$ cat config.mk
export PLATFORM = sky130hd
export DESIGN_NAME = mtg_seeder
export DESIGN_NICKNAME = d
export VERILOG_FILES = /design/src/hw/rtl/mersenne_twister_generator_unit_macros.svh /design/src/hw/rtl/mtg_pkg.sv /design/src/hw/rtl/mtg_seeder.sv
export SDC_FILE = /design/constraint.sdc
export NUM_CORES = 1
export LEC_CHECK = 0
export BUFFER_PORTS_ARGS = -buffer_cell sky130_fd_sc_hd__buf_2
export CAP_MARGIN = 20
export CORE_ASPECT_RATIO = 0.7
export CORE_MARGIN = 5
export CORE_UTILIZATION = 64
export CTS_CLUSTER_SIZE = 20
export DETAILED_ROUTE_END_ITERATION = 10
export PLACE_DENSITY = 0.84
export SETUP_SLACK_MARGIN = 0.4
export SLEW_MARGIN = 20
export SYNTH_ARGS = -nofsm -noshare
export SYNTH_HDL_FRONTEND = slang
export SYNTH_SLANG_ARGS = --single-unit
$ cat constraint.sdc
create_clock -name clk -period 8.55 [get_ports clk]
set_clock_uncertainty 0.1 [all_clocks]
set_input_delay 0.855 -clock clk [delete_from_list [all_inputs] [get_ports clk]]
set_output_delay 0.855 -clock clk [all_outputs]
set_load 0.02 [all_outputs]
$ cat src/hw/rtl/mersenne_twister_generator_unit_macros.svh
// Assertion macros for the MT19937 generator.
// Expect clk and rst_n in the scope of the module that uses them.
`ifndef MERSENNE_TWISTER_GENERATOR_UNIT_MACROS_SVH
`define MERSENNE_TWISTER_GENERATOR_UNIT_MACROS_SVH

// Same-cycle implication, checked out of reset.
`define MTG_ASSERT_SAME(lbl, ante, cons, msg) \
  lbl: assert property (@(posedge clk) disable iff (!rst_n) (ante) |-> (cons)) \
    else $error(msg);

// Next-cycle implication, checked out of reset.
`define MTG_ASSERT_NEXT(lbl, ante, cons, msg) \
  lbl: assert property (@(posedge clk) disable iff (!rst_n) (ante) |=> (cons)) \
    else $error(msg);

`endif

$ cat src/hw/rtl/mtg_pkg.sv
// Package for the MT19937 generator: constants, types and the twist and
// tempering functions. No dependencies.
package mtg_pkg;

  localparam int MT_N   = 624;
  localparam int MT_M   = 397;
  localparam int ADDR_W = 10;
  localparam int POS_W  = 10;
  localparam int WORD_W = 32;

  typedef logic [ADDR_W-1:0] addr_t;
  typedef logic [POS_W-1:0]  pos_t;
  typedef logic [WORD_W-1:0] word_t;

  localparam word_t MT_A = 32'h9908B0DF;
  localparam word_t MT_B = 32'h9D2C5680;
  localparam word_t MT_C = 32'hEFC60000;
  localparam word_t MT_F = 32'd1812433253;

  localparam pos_t POS_FULL     = POS_W'(MT_N);
  localparam pos_t POS_UNSEEDED = POS_W'(MT_N + 1);

  typedef enum logic [2:0] {
    ST_IDLE,
    ST_SEED,
    ST_RD0,
    ST_RD1,
    ST_RD2,
    ST_CALC,
    ST_EMIT
  } mtg_state_t;

  typedef enum logic [1:0] {
    SD_IDLE,
    SD_MUL,
    SD_ADD
  } mtg_sd_state_t;

  typedef struct packed {
    logic  en;
    addr_t addr;
    word_t data;
  } mtg_wr_t;

  typedef struct packed {
    logic busy;
    logic done;
  } mtg_seed_st_t;

  // Twist term from the top bit of word i and the low 31 bits of word i+1
  function automatic word_t mt_mix(input logic up, input logic [WORD_W-2:0] lo);
    word_t xa;
    xa = {1'b0, up, lo[WORD_W-2:1]};
    if (lo[0]) begin
      xa = xa ^ MT_A;
    end
    return xa;
  endfunction

  function automatic word_t mt_temper(input word_t y_in);
    word_t y;
    y = y_in;
    y = y ^ (y >> 11);
    y = y ^ ((y << 7) & MT_B);
    y = y ^ ((y << 15) & MT_C);
    y = y ^ (y >> 18);
    return y;
  endfunction

endpackage

$ cat src/hw/rtl/mtg_seeder.sv
// Seed sequencer: fills the state array with the 1812433253 recurrence, each
// word by a multiply then add, via a single registered multiplier. Uses mtg_pkg.
module mtg_seeder (
  input  logic                 clk,
  input  logic                 rst_n,
  input  logic                 start,
  input  mtg_pkg::word_t       seed,
  output mtg_pkg::mtg_wr_t     wr,
  output mtg_pkg::mtg_seed_st_t st
);
  import mtg_pkg::*;

  mtg_sd_state_t sst_r, sst_nxt;
  addr_t         idx_r, idx_nxt;
  word_t         word_r, word_nxt;
  word_t         prod_r, prod_nxt;
  word_t         sum;

  always_ff @(posedge clk) begin
    if (!rst_n) begin
      sst_r <= SD_IDLE;
    end else begin
      sst_r <= sst_nxt;
    end
  end

  always_ff @(posedge clk) begin
    idx_r  <= idx_nxt;
    word_r <= word_nxt;
    prod_r <= prod_nxt;
  end

  assign sum = prod_r + WORD_W'(idx_r);

  always_comb begin
    sst_nxt  = sst_r;
    idx_nxt  = idx_r;
    word_nxt = word_r;
    prod_nxt = prod_r;
    wr       = '0;
    st.busy  = (sst_r != SD_IDLE);
    st.done  = 1'b0;
    case (sst_r)
      SD_IDLE: begin
        if (start) begin
          wr.en    = 1'b1;
          wr.addr  = '0;
          wr.data  = seed;
          word_nxt = seed;
          idx_nxt  = ADDR_W'(1);
          sst_nxt  = SD_MUL;
        end
      end
      SD_MUL: begin
        prod_nxt = MT_F * (word_r ^ (word_r >> 30));
        sst_nxt  = SD_ADD;
      end
      SD_ADD: begin
        wr.en    = 1'b1;
        wr.addr  = idx_r;
        wr.data  = sum;
        word_nxt = sum;
        if (idx_r == ADDR_W'(MT_N - 1)) begin
          st.done = 1'b1;
          sst_nxt = SD_IDLE;
        end else begin
          idx_nxt = idx_r + ADDR_W'(1);
          sst_nxt = SD_MUL;
        end
      end
      default: begin
        sst_nxt = SD_IDLE;
      end
    endcase
  end

endmodule

==> flow_summary.json <==
{
  "grt_pass1_wl_um": 48880,
  "period_needed_ps": 7375,
  "crit_top_cell": "fa_1",
  "finalMaxSlewViolations": 0,
  "tightestPinTransition_ps": 759.6,
  "start_util": 0.6574,
  "postCtsSetupBuffers": 0,
  "synth_edf_count": 74,
  "synth_fp_nets": 1609,
  "crit_family": "adder cells",
  "synth_top_area_share": 0.2465,
  "diodes": 0,
  "cts_made_buffers": 9,
  "cp_slowest_cell": "fa_1",
  "die_h_um": 124.3,
  "yosysUniqueCellTypes": 58,
  "fp.coreArea_sq_um": 18160,
  "rsz0062_at_grt": "no",
  "fin_crit_sh": 0.8625,
  "cts_tree": "built",
  "synth_area_leaders": "fa_1, ha_1, edfxtp_1",
  "nFillCells": 1330,
  "startpoint": "word_r[31]",
  "crit_buf_inv": 4,
  "setup_viol": 0,
  "slew-limit-headroom": 0.4936,
  "fin_util": 0.7127,
  "crit_path_start_kind": "flip-flop",
  "antenna_found_initial": 0,
  "drt_iter0_markers": 750,
  "status": "finished clean",
  "dieArea_sq_um": 21530,
  "synthFlopType": "edfxtp_1",
  "place_hpwl_um": 24760,
  "ys_ff_latch": 76,
  "hp-start": "sst_r[1]",
  "synth_seq_area_share": 0.1895,
  "hold_viol": 0,
  "r2r_slack_ps": 1180,
  "area_growth_syn_to_layout_pct": 8.405,
  "io_buffers": 79,
  "finalWeightedCongestion": 0.9693,
  "layout-drive-gt1-share": 0.1021,
  "num_vias": 8809,
  "r2r-start": "word_r[31]",
  "grt_pass1_vias": 9186,
  "ys_async_sr_fraction": 0,
  "crit_chain": "xor2_1 -> xnor2_1 -> ha_1 -> or2_2 -> ha_1 -> inv_1 -> fa_1 -> inv_1 -> ha_1 -> fa_1 -> fa_1 -> fa_1 -> inv_1 -> fa_1 -> inv_1 -> ha_1 -> a21o_1 -> a31oi_1 -> nand4_1 -> o21ai_0 -> a21o_1 -> a21oi_1 -> nand4b_1",
  "yosys.area.top_type": "fa_1",
  "ys.warnings.count": 0,
  "fmax_mhz": 135.6,
  "h-tree-depth": 3,
  "drtAntennaViolNets": 0,
  "io_pins": 80,
  "cp_data_arrival_time_ps": 7350,
  "wire_per_inst_um": 19.91,
  "min_path_cells": 2,
  "cp_slowest_stage_delay_ps": 560,
  "avgSynthCellArea_sq_um": 9.891,
  "cts.path.max_buffers": 2,
  "netlist_instances": 1207,
  "clock_latency_ps": 330,
  "end_kind": "flip-flop",
  "netlist_area_sq_um": 11940,
  "die_w_um": 173.2,
  "cts_hold_buf": 0,
  "critical_path_class": "reg -> reg",
  "cts.reportedPaths.clkPinSlew_ps": 60,
  "rows": 41,
  "final_nets": 1690,
  "grt_overflow": 0,
  "crit_required_ps": 8520,
  "numClockSinks": 76,
  "drcViolationCount": 0,
  "via_per_inst": 5.761,
  "whs_ps": 548.4,
  "min_path_type": "reg -> reg",
  "drv_cap": 0,
  "min_to": "sst_r[1]",
  "cts.repair.resized": 0,
  "root_buffer": "clkbuf_16",
  "drt-total-wl_um": 30440,
  "finalSetupTns_ps": 0,
  "r2r-end": "prod_r[31]",
  "grt_max_degree": 57,
  "rr_worst_depth": 23,
  "mostFrequentLayoutCell": "inv_1",
  "dr.pass1.iters": 5,
  "mostFrequentLayoutCells": "inv_1, ha_1, fa_1, nand2_1, buf_2",
  "grt.total_usage": 0.2892,
  "worst-path-max-fanout": 6
}
-- cells in the mapped netlist (4+ instances only) --
cell type / n
nand3_1: 15
clkbuf_1: 14
nor3_1: 11
nor2_1: 58
edfxtp_1: 74
o21bai_1: 5
nand4_1: 7
xor2_1: 24
and2_1: 17
nand2_1: 103
inv_1: 277
a21oi_1: 26
a21o_1: 22
o211ai_1: 4
o21ai_1: 8
ha_1: 220
xnor2_1: 67
a211oi_1: 7
fa_1: 147
o21ai_0: 40
-- worst reg2reg max path: stages, from the launching register on --
cell      delay [ps]
edfxtp_1         450
xor2_1           460
xnor2_1          350
ha_1             270
or2_2            290
ha_1             270
inv_1             50
fa_1             480
inv_1             50
ha_1             180
fa_1             490
fa_1             530
fa_1             560
inv_1             60
fa_1             540
inv_1             50
ha_1             380
a21o_1           200
a31oi_1          280
nand4_1          160
o21ai_0          440
a21o_1           240
a21oi_1           80
nand4b_1         170
-- how the worst max path moves through the flow --
stage	end	slack (ps)	depth (start not counted)
CTS	prod_r[31]	1280	23
global route	prod_r[31]	890	23
detailed placement	prod_r[31]	1340	23
global placement	prod_r[30]	1640	24
floorplan	prod_r[30]	2000	24
finish	prod_r[31]	1180	23
-- cell families after synthesis --
logic type | synth area share
AO/OA/AOI/OAI | 0.08227
XOR/XNOR | 0.06676
adder cells (fa/ha/maj) | 0.4770
buffers and inverters | 0.09233
flip-flops | 0.1895
AND/OR/NAND/NOR | 0.09212
-- per-layer routing --
metal	global-route usage	share of wire
met1	0.4251	0.44
met2	0.4272	0.42
met3	0.08799	0.12
met4	0.05722	0.020
met5	0	0
-- final cells by class --
type,count,area [sq um],share of cell area
inverter,277,1040,0.08034
sequential,76,2262,0.1748
tap,236,295.3,0.02282
timing repair buffer,86,467.9,0.03616
clock inverter,6,55.05,0.004254
multi-input combinational,838,8593,0.6640
clock buffer,10,229.0,0.01769
-- registers in the layout (all words and copies together), names as in the netlist --
name and count:
sst_r 2, prod_r 32, idx_r 10, word_r 32
-- stage by stage --
step                      std cells  worst slack, ps  area, sq um
final                          1529             1175        12940
after CTS                      1528             1280        12910
after global placement         1512             1640        12630
after detailed placement       1512             1343        12630
after floorplan                1207             2001        11940
after global routing           1529            892.7        12940
Power is left out: the tool's default activity adds up to more than one toggle a clock period on the data nets, which glitch-free logic cannot reach.
